$ cat src/tga_pkg.sv
// ----------------------------------------------------------------------------
// tga_pkg
// Shared types, codes and helper functions of the Targa pixel decoder.
// ----------------------------------------------------------------------------
`default_nettype none

package tga_pkg;

   // pixel format codes
   localparam logic [2:0] FMT_GREY8    = 3'd0;
   localparam logic [2:0] FMT_GREY16   = 3'd1;
   localparam logic [2:0] FMT_ARGB1555 = 3'd2;
   localparam logic [2:0] FMT_BGR24    = 3'd3;
   localparam logic [2:0] FMT_BGRA32   = 3'd4;

   // register indexes
   localparam logic [1:0] CSR_PIXEL_FORMAT = 2'd0;
   localparam logic [1:0] CSR_RLE_ENABLE   = 2'd1;
   localparam logic [1:0] CSR_PIXEL_COUNT  = 2'd2;

   // reset values
   localparam logic [2:0] FORMAT_RESET = FMT_BGR24;

   // packet decoding phase; the spare code acts as header
   typedef enum logic [1:0] {
      PH_HEADER = 2'd0,
      PH_RUN    = 2'd1,
      PH_RAW    = 2'd2
   } phase_type;

   // one decoded color
   typedef struct packed {
      logic [7:0] red;
      logic [7:0] green;
      logic [7:0] blue;
      logic [7:0] alpha;
   } rgba_type;

   // what the packet parser hands on for one byte
   typedef struct packed {
      logic        emit;
      logic [2:0]  format;
      logic [31:0] pixel;
      logic [7:0]  repeat_cnt;
      logic        clipped;
      logic        last;
   } pix_result_type;

   // bytes per pixel of a format; unknown codes count as bgr24
   function automatic logic [2:0] bytes_per_pixel(input logic [2:0] fmt);
      logic [2:0] n;
      unique case (fmt)
         FMT_GREY8:    n = 3'd1;
         FMT_GREY16:   n = 3'd2;
         FMT_ARGB1555: n = 3'd2;
         FMT_BGRA32:   n = 3'd4;
         default:      n = 3'd3;
      endcase
      return n;
   endfunction

   // floor(x * 255 / 31) as 8x plus a small correction floor(7x / 31)
   function automatic logic [7:0] scale5(input logic [4:0] x);
      logic [2:0] corr;
      corr = 3'(x >= 5'd5) + 3'(x >= 5'd9) + 3'(x >= 5'd14) + 3'(x >= 5'd18)
           + 3'(x >= 5'd23) + 3'(x >= 5'd27) + 3'(x >= 5'd31);
      return {x, 3'b000} + {5'b00000, corr};
   endfunction

endpackage

`default_nettype wire

$ cat src/tga_rle_pixel_decoder.sv
// A byte that completes a pixel gives its result through the input register,
// then the result register.
// Throughput: one byte per cycle; the input register moves on whenever the
// result register is empty or being taken.
// Reset clears the valid flags, parser state and pixel counter and loads the
// configuration defaults at once; no clearing pass is needed.
// ----------------------------------------------------------------------------
// tga_rle_pixel_decoder
// Targa pixel-data decoder: RLE packets, 1 to 4 byte pixels, RGBA results.
// ----------------------------------------------------------------------------
`default_nettype none

module tga_rle_pixel_decoder
   import tga_pkg::*;
#(
   parameter int COUNT_BITS = 25
) (
   input  wire logic                  clock,
   input  wire logic                  reset,
   // configuration
   input  wire logic                  csr_wr_en,
   input  wire logic [1:0]            csr_index,
   input  wire logic [COUNT_BITS-1:0] csr_wdata,
   // byte input
   input  wire logic                  req_valid,
   output logic                       req_stall,
   input  wire logic [7:0]            req_data_byte,
   // pixel output
   output logic                       rsp_valid,
   input  wire logic                  rsp_stall,
   output logic [7:0]                 rsp_red,
   output logic [7:0]                 rsp_green,
   output logic [7:0]                 rsp_blue,
   output logic [7:0]                 rsp_alpha,
   output logic [7:0]                 rsp_repeat_res,
   output logic                       rsp_clipped,
   output logic                       rsp_last
);

   logic [2:0]            fmt_ff;
   logic                  rle_ff;
   logic [COUNT_BITS-1:0] count_ff;

   logic                  in_valid_ff, in_valid_in;
   logic [7:0]            in_byte_ff;

   logic                  out_valid_ff, out_valid_in;
   rgba_type              out_color_ff;
   logic [7:0]            out_repeat_ff;
   logic                  out_clipped_ff;
   logic                  out_last_ff;

   logic                  advance;
   logic                  req_take;
   pix_result_type        pres;
   rgba_type              color;

   // configuration registers
   always_ff @(posedge clock) begin
      if (reset) begin
         fmt_ff   <= FORMAT_RESET;
         rle_ff   <= 1'b0;
         count_ff <= COUNT_BITS'(1);
      end else if (csr_wr_en) begin
         unique case (csr_index)
            CSR_PIXEL_FORMAT: fmt_ff   <= csr_wdata[2:0];
            CSR_RLE_ENABLE:   rle_ff   <= csr_wdata[0];
            CSR_PIXEL_COUNT:  count_ff <= csr_wdata;
            default: ;
         endcase
      end
   end

   // handshake control
   assign advance   = in_valid_ff && (!out_valid_ff || !rsp_stall);
   assign req_stall = in_valid_ff && !advance;
   assign req_take  = req_valid && !req_stall;

   always_comb begin
      in_valid_in = in_valid_ff;
      if (req_take) begin
         in_valid_in = 1'b1;
      end else if (advance) begin
         in_valid_in = 1'b0;
      end
   end

   always_comb begin
      out_valid_in = out_valid_ff;
      if (advance && pres.emit) begin
         out_valid_in = 1'b1;
      end else if (out_valid_ff && !rsp_stall) begin
         out_valid_in = 1'b0;
      end
   end

   // input register
   always_ff @(posedge clock) begin
      if (reset) begin
         in_valid_ff <= 1'b0;
      end else begin
         in_valid_ff <= in_valid_in;
      end
   end

   always_ff @(posedge clock) begin
      if (req_take) begin
         in_byte_ff <= req_data_byte;
      end
   end

   // packet parser and gathering
   tga_core #(
      .COUNT_BITS (COUNT_BITS)
   ) u_core (
      .clock        (clock),
      .reset        (reset),
      .advance      (advance),
      .data_byte    (in_byte_ff),
      .pixel_format (fmt_ff),
      .rle_enable   (rle_ff),
      .pixel_count  (count_ff),
      .result       (pres)
   );

   // color conversion
   tga_cvt u_cvt (
      .format (pres.format),
      .pixel  (pres.pixel),
      .color  (color)
   );

   // result register
   always_ff @(posedge clock) begin
      if (reset) begin
         out_valid_ff <= 1'b0;
      end else begin
         out_valid_ff <= out_valid_in;
      end
   end

   always_ff @(posedge clock) begin
      if (advance && pres.emit) begin
         out_color_ff   <= color;
         out_repeat_ff  <= pres.repeat_cnt;
         out_clipped_ff <= pres.clipped;
         out_last_ff    <= pres.last;
      end
   end

   assign rsp_valid      = out_valid_ff;
   assign rsp_red        = out_color_ff.red;
   assign rsp_green      = out_color_ff.green;
   assign rsp_blue       = out_color_ff.blue;
   assign rsp_alpha      = out_color_ff.alpha;
   assign rsp_repeat_res = out_repeat_ff;
   assign rsp_clipped    = out_clipped_ff;
   assign rsp_last       = out_last_ff;

endmodule

`default_nettype wire

$ cat src/tga_cvt.sv
// ----------------------------------------------------------------------------
// tga_cvt
// Converts a gathered pixel word of the configured format to RGBA.
// ----------------------------------------------------------------------------
`default_nettype none

module tga_cvt
   import tga_pkg::*;
(
   input  wire logic [2:0]  format,
   input  wire logic [31:0] pixel,
   output rgba_type         color
);

   logic [7:0]  b0, b1, b2, b3;
   logic [15:0] c16;

   assign b0  = pixel[7:0];
   assign b1  = pixel[15:8];
   assign b2  = pixel[23:16];
   assign b3  = pixel[31:24];
   assign c16 = {b1, b0};

   // per-format channel mapping
   always_comb begin
      unique case (format)
         FMT_GREY8: begin
            color = '{red: b0, green: b0, blue: b0, alpha: 8'hFF};
         end
         FMT_GREY16: begin
            color = '{red: b0, green: b0, blue: b0, alpha: b1};
         end
         FMT_ARGB1555: begin
            color.red   = scale5(c16[14:10]);
            color.green = scale5(c16[9:5]);
            color.blue  = scale5(c16[4:0]);
            color.alpha = c16[15] ? 8'h00 : 8'hFF;
         end
         FMT_BGRA32: begin
            color = '{red: b2, green: b1, blue: b0, alpha: b3};
         end
         default: begin
            color = '{red: b2, green: b1, blue: b0, alpha: 8'hFF};
         end
      endcase
   end

endmodule

`default_nettype wire

$ cat src/tga_core.sv
// ----------------------------------------------------------------------------
// tga_core
// Packet parser, pixel byte gathering and image pixel counting.
// ----------------------------------------------------------------------------
`default_nettype none

module tga_core
   import tga_pkg::*;
#(
   parameter int COUNT_BITS = 25
) (
   input  wire logic                  clock,
   input  wire logic                  reset,
   input  wire logic                  advance,
   input  wire logic [7:0]            data_byte,
   input  wire logic [2:0]            pixel_format,
   input  wire logic                  rle_enable,
   input  wire logic [COUNT_BITS-1:0] pixel_count,
   output pix_result_type             result
);

   phase_type              phase_ff, phase_in;
   logic [7:0]             packet_left_ff, packet_left_in;
   logic [1:0]             byte_idx_ff, byte_idx_in;
   logic [31:0]            pixel_bytes_ff, pixel_bytes_in;
   logic [COUNT_BITS-1:0]  pixels_done_ff, pixels_done_in;

   logic                   image_done;
   logic                   in_packet;
   logic [31:0]            merged;
   logic [2:0]             bpp;
   logic [COUNT_BITS-1:0]  remaining;
   logic [7:0]             left_dec;

   assign image_done = pixels_done_ff >= pixel_count;
   assign in_packet  = (phase_ff == PH_RUN) || (phase_ff == PH_RAW);
   assign bpp        = bytes_per_pixel(pixel_format);
   assign remaining  = pixel_count - pixels_done_ff;
   assign left_dec   = packet_left_ff - 8'd1;

   // drop the new byte into its slot of the pixel word
   always_comb begin
      merged = pixel_bytes_ff;
      unique case (byte_idx_ff)
         2'd0:    merged[7:0]   = data_byte;
         2'd1:    merged[15:8]  = data_byte;
         2'd2:    merged[23:16] = data_byte;
         default: merged[31:24] = data_byte;
      endcase
   end

   // next state and result for the byte at the input register
   always_comb begin
      phase_in          = phase_ff;
      packet_left_in    = packet_left_ff;
      byte_idx_in       = byte_idx_ff;
      pixel_bytes_in    = pixel_bytes_ff;
      pixels_done_in    = pixels_done_ff;
      result.emit       = 1'b0;
      result.format     = pixel_format;
      result.pixel      = merged;
      result.repeat_cnt = 8'd1;
      result.clipped    = 1'b0;
      result.last       = 1'b0;
      if (advance && !image_done) begin
         if (rle_enable && !in_packet) begin
            // packet header byte
            packet_left_in = {1'b0, data_byte[6:0]} + 8'd1;
            phase_in       = data_byte[7] ? PH_RUN : PH_RAW;
            byte_idx_in    = 2'd0;
            pixel_bytes_in = '0;
         end else if (({1'b0, byte_idx_ff} + 3'd1) < bpp) begin
            // more bytes of this pixel to come
            byte_idx_in    = byte_idx_ff + 2'd1;
            pixel_bytes_in = merged;
         end else begin
            // pixel complete
            byte_idx_in    = 2'd0;
            pixel_bytes_in = '0;
            result.emit    = 1'b1;
            if (rle_enable) begin
               if (phase_ff == PH_RUN) begin
                  if (COUNT_BITS'(packet_left_ff) > remaining) begin
                     result.repeat_cnt = remaining[7:0];
                     result.clipped    = 1'b1;
                  end else begin
                     result.repeat_cnt = packet_left_ff;
                  end
                  packet_left_in = 8'd0;
                  phase_in       = PH_HEADER;
               end else begin
                  result.clipped = (remaining == COUNT_BITS'(1)) &&
                                   (packet_left_ff > 8'd1);
                  packet_left_in = left_dec;
                  if (left_dec == 8'd0) begin
                     phase_in = PH_HEADER;
                  end
               end
            end
            result.last    = COUNT_BITS'(result.repeat_cnt) == remaining;
            pixels_done_in = pixels_done_ff + COUNT_BITS'(result.repeat_cnt);
         end
      end
   end

   // parser state
   always_ff @(posedge clock) begin
      if (reset) begin
         phase_ff       <= PH_HEADER;
         packet_left_ff <= 8'd0;
         byte_idx_ff    <= 2'd0;
         pixel_bytes_ff <= '0;
         pixels_done_ff <= '0;
      end else begin
         phase_ff       <= phase_in;
         packet_left_ff <= packet_left_in;
         byte_idx_ff    <= byte_idx_in;
         pixel_bytes_ff <= pixel_bytes_in;
         pixels_done_ff <= pixels_done_in;
      end
   end

endmodule

`default_nettype wire

$ cat config.mk
export PLATFORM = sky130hd
export DESIGN_NAME = tga_rle_pixel_decoder
export DESIGN_NICKNAME = d
export VERILOG_FILES = /design/src/tga_pkg.sv /design/src/tga_rle_pixel_decoder.sv /design/src/tga_cvt.sv /design/src/tga_core.sv
export SDC_FILE = /design/constraint.sdc
export NUM_CORES = 1
export LEC_CHECK = 0
export ABC_AREA = 1
export BUFFER_PORTS_ARGS = -buffer_cell sky130_fd_sc_hd__buf_2
export CORE_UTILIZATION = 50
export DETAILED_ROUTE_END_ITERATION = 16
export PLACE_DENSITY = 0.69
export SETUP_SLACK_MARGIN = 0.15
export SLEW_MARGIN = 30
export SYNTH_ARGS = -nofsm -noshare
export SYNTH_HDL_FRONTEND = slang
export SYNTH_SLANG_ARGS = --single-unit
$ cat constraint.sdc
create_clock -name clock -period 7.5 [get_ports clock]
set_input_delay 0.75 -clock clock [delete_from_list [all_inputs] [get_ports clock]]
set_output_delay 0.75 -clock clock [all_outputs]
set_load 0.005 [all_outputs]
==> run summary <==
The clock transition at the registers of the reported paths is 0.07 ns, and the die extent in y is 145 um. The number of buffers on the longest clock path is 2. The synthesized design spends more area on one cell type than any other, namely dfxtp_1. For the worst-skew pair, the clock arrives at the later sink with an insertion delay of 0.43 ns. The routed layout has 9803 vias. 84 I/O pins were placed.

The area growth from synthesis to final layout came out at 12.0%. For the post-CTS setup repair buffer count, the log shows 0. The logic depth of the worst setup path including buffers was 31. The repair_antennas step left the layout with diodes totalling 0. Setup repair after global routing left no endpoint under its margin. TritonCTS built the clock tree. In this run the horizontal extent of the chip is 145 um.

The detail route stage leaves a number of antenna-violating nets equal to 0. The synthesized area came out at 10300 um2. Final count of hold timing violations: 0. By count the netlist is led by 333 x nand2_1, 210 x inv_1, 124 x nor2_1. The delay contributed by the slowest stage of the critical path is 0.43 ns, and the number of warning messages in the yosys log is 0. The type of the tightest min-delay check was flip-flop to flip-flop. Via count of the first global-routing pass: 9282. The run finished with clean final reports. The area share of the largest cell type after synthesis was 0.195; the number of cells in the finished layout apart from fillers was 1794. The routed length per instance was 15.3 um; the share of post-route cells with drive strength above 1 was 0.127. The number of iterations in the first detailed-routing pass was 7. The start-to-end type of the worst setup path is flip-flop to flip-flop. The worst path meets setup with 1.60 ns of slack. The critical path launch point type was a flip-flop. The number of placed instances, taps included, is 1762. For the sequential share of the synthesized area, the log shows 0.341.

Wires add up to 27500 um. CTS placed an instance of clkbuf_16 at the clock tree root. By instance count, the leading cell after synthesis is nand2_1. The slew at the pin closest to its max-slew limit came out at 0.910 ns.

Yosys attributes the largest share of cell area to dfxtp_1 20%, edfxtp_1 15%, nand2_1 12%, inv_1 7.7%, ha_1 7.4%. IR analysis of the VDD net gives a maximum drop of 0.168 mV. The synthesized flop and latch total is 150, and the number of flops mapped to enable cells by yosys is 50.

Counting stages on the worst path, the most repeated cell is inv_1. At the end of routability-driven placement, the weighted congestion stood at 0.910. The number of clock buffers added by TritonCTS is 17.

The detailed router finished its first iteration with 897 violations. STA puts the critical path data required time at 7.81 ns. Setup violations remaining at the end of the flow were counted as 0. The ratio of final minimum period to clock period came out at 0.787. After detailed routing, the number of remaining DRC violations is 0.

The number of rows created at floorplan is 52. In the synthesized netlist the dominant register cell turns out to be dfxtp_1. In this run the power density over the cells is 215 nW/um2. The post-placement worst setup slack came out at 1.72 ns.

The tools report the worst reg2reg path endpoint as u_core.pixels_done_ff[23]. The tools report the launch point of the worst reg-to-reg path as count_ff[0]. The logs give 0 for the number of antenna violations at the first check in global routing and 0 for the max capacitance violation total.

The smallest clock period supported by the final layout is computed as 5.90 ns. The tools report the number of buffers inserted by hold repair at cts as 0. The H-tree generated during clock tree synthesis spans 4 levels. The share of synthesized registers carrying an async set or reset was 0; the post-synth net total was 1552. The total count of max-transition violations in the final report came out at 0. The number of cells on the worst reg-to-reg path was 31. For the effective utilization at floorplan, the log shows 0.509.

The worst endpoint data arrival time was 6.21 ns. The number of cells upsized or downsized after cts is 0. Input and output buffers added on the ports amount to 83. The total congestion overflow came out at 0. The area of the die is 21100 um2, and the relative max-transition margin is 0.390. Dividing the detail-routed via count by the number of cells gives 5.46. The clock drives 150 sinks. The critical path starts at count_ff[0].

Slowest library cell on the worst path: fa_1. On the final layout, the worst hold slack is 0.443 ns. Final-stage net count: 1623. The pin count of the biggest net entering global routing is 44, and the setup TNS is 0 ns. The first global-routing pass estimated 45600 um of wire. The leakage power was 5.18 nW; the peak clock frequency supported by timing was 169 MHz. Synthesis produced a netlist whose cell count is 1440. The global-route usage over all layers is 0.268, and the largest clock skew in the final design is 0.0106 ns.

The destination of the critical timing path is u_core.pixels_done_ff[23]. The tools report the type of destination of the critical path as a flip-flop. The region available for standard cell placement spans 20200 um2. Buffer and inverter count on the worst path: 5.

Once detailed placement completed, the half-perimeter wirelength came to 20400 um. On the critical path the largest part of the delay comes from simple AND/OR/NAND/NOR gates. In this run the worst path has a maximum fanout of 11. The number of library cell types mapped by synthesis was 52. Each instance of the synthesized netlist takes up on average 7.12 um2. In this run the register-to-register setup slack is 1.60 ns.
metrics by stage:
stage,area (um2),power (mW),util
3_3_place_gp,10900,1.63,0.541
5_1_grt,11500,2.62,0.570
6_report,11500,2.48,0.570
3_5_place_dp,10900,1.64,0.542
2_1_floorplan,10300,1.45,-
4_1_cts,11500,2.48,0.570
metal layers:
| layer | global-route usage | wire [um] | vias up |
|---|---|---|---|
| li1 | - | - | 4932 |
| met1 | 0.339 | 12100 | 4463 |
| met2 | 0.456 | 13100 | 333 |
| met3 | 0.0399 | 1400 | 75 |
| met4 | 0.113 | 964 | 0 |
| met5 | 0 | 0 | - |
power breakdown:
| group | total, mW | switching (mW) | internal (mW) |
|---|---|---|---|
| clock | 0.845 | 0.380 | 0.465 |
| combinational | 0.733 | 0.494 | 0.239 |
| sequential | 0.899 | 0.0179 | 0.881 |
| total | 2.48 | 0.891 | 1.59 |
worst min path at each step:
stage / slack, ns / depth (start not counted) / from / endpoint
after floorplan: 0.41 / 1 / u_core.pixels_done_ff[11] / u_core.pixels_done_ff[11]
after global placement: 0.42 / 1 / u_core.pixels_done_ff[11] / u_core.pixels_done_ff[11]
after detailed placement: 0.43 / 1 / u_core.pixels_done_ff[11] / u_core.pixels_done_ff[11]
after CTS: 0.44 / 1 / u_core.pixels_done_ff[11] / u_core.pixels_done_ff[11]
after global routing: 0.47 / 1 / u_core.pixels_done_ff[11] / u_core.pixels_done_ff[11]
final: 0.44 / 1 / u_core.pixels_done_ff[11] / u_core.pixels_done_ff[11]
sequential cells by signal, indices dropped and copies added (netlist names):
register	count
in_byte_ff	8
u_core.phase_ff	2
rsp_last	1
in_valid_ff	1
rsp_clipped	1
u_core.byte_idx_ff	2
fmt_ff	3
rsp_alpha	8
rsp_valid	1
u_core.pixels_done_ff	25
rle_ff	1
rsp_repeat_res	8
rsp_red	8
rsp_green	8
rsp_blue	8
u_core.pixel_bytes_ff	32
u_core.packet_left_ff	8
count_ff	25
layout make-up:
cell class | instances | area (um2)
clock buffer | 17 | 425
clock inverter | 15 | 145
fill | 1955 | 8680
inverter | 222 | 833
multi-input combinational | 1028 | 5770
sequential | 150 | 3500
tap | 270 | 338
timing repair buffer | 92 | 483
placed cells by master (no fill, tap or decap), types with 11 or more instances in the layout:
master	n
dfxtp_1	100
nor2_2	12
nor3_1	22
fa_1	11
buf_2	83
o211ai_1	12
nand2_1	333
nor2_1	122
edfxtp_1	50
o221ai_1	12
inv_1	208
o21ai_0	107
a21oi_1	101
xor2_1	13
nand3_1	66
clkbuf_16	17
nand4_1	25
nand2_2	20
ha_1	61
kinds of logic (layout without fill, tap and decap cells):
logic type,Yosys count,in the layout,share of synthesized area
buffers and inverters,262,346,0.0976
xor gates and xnor gates,22,22,0.0195
adders and majority gates,72,72,0.0959
DFF,150,150,0.341
and+or+nand+nor,638,638,0.277
AOI/OAI and AO/OA,296,296,0.169
worst reg2reg max path, delay by kind of cell, from the launching register on:
family,cells,cell delay [ns]
simple gates,16,2.61
xor+xnor,1,0.20
buf+inv,5,0.49
flops,1,0.31
fa+ha+maj,4,1.34
compound gates,5,0.85
Note: power is estimated with default switching activity, not from simulation.
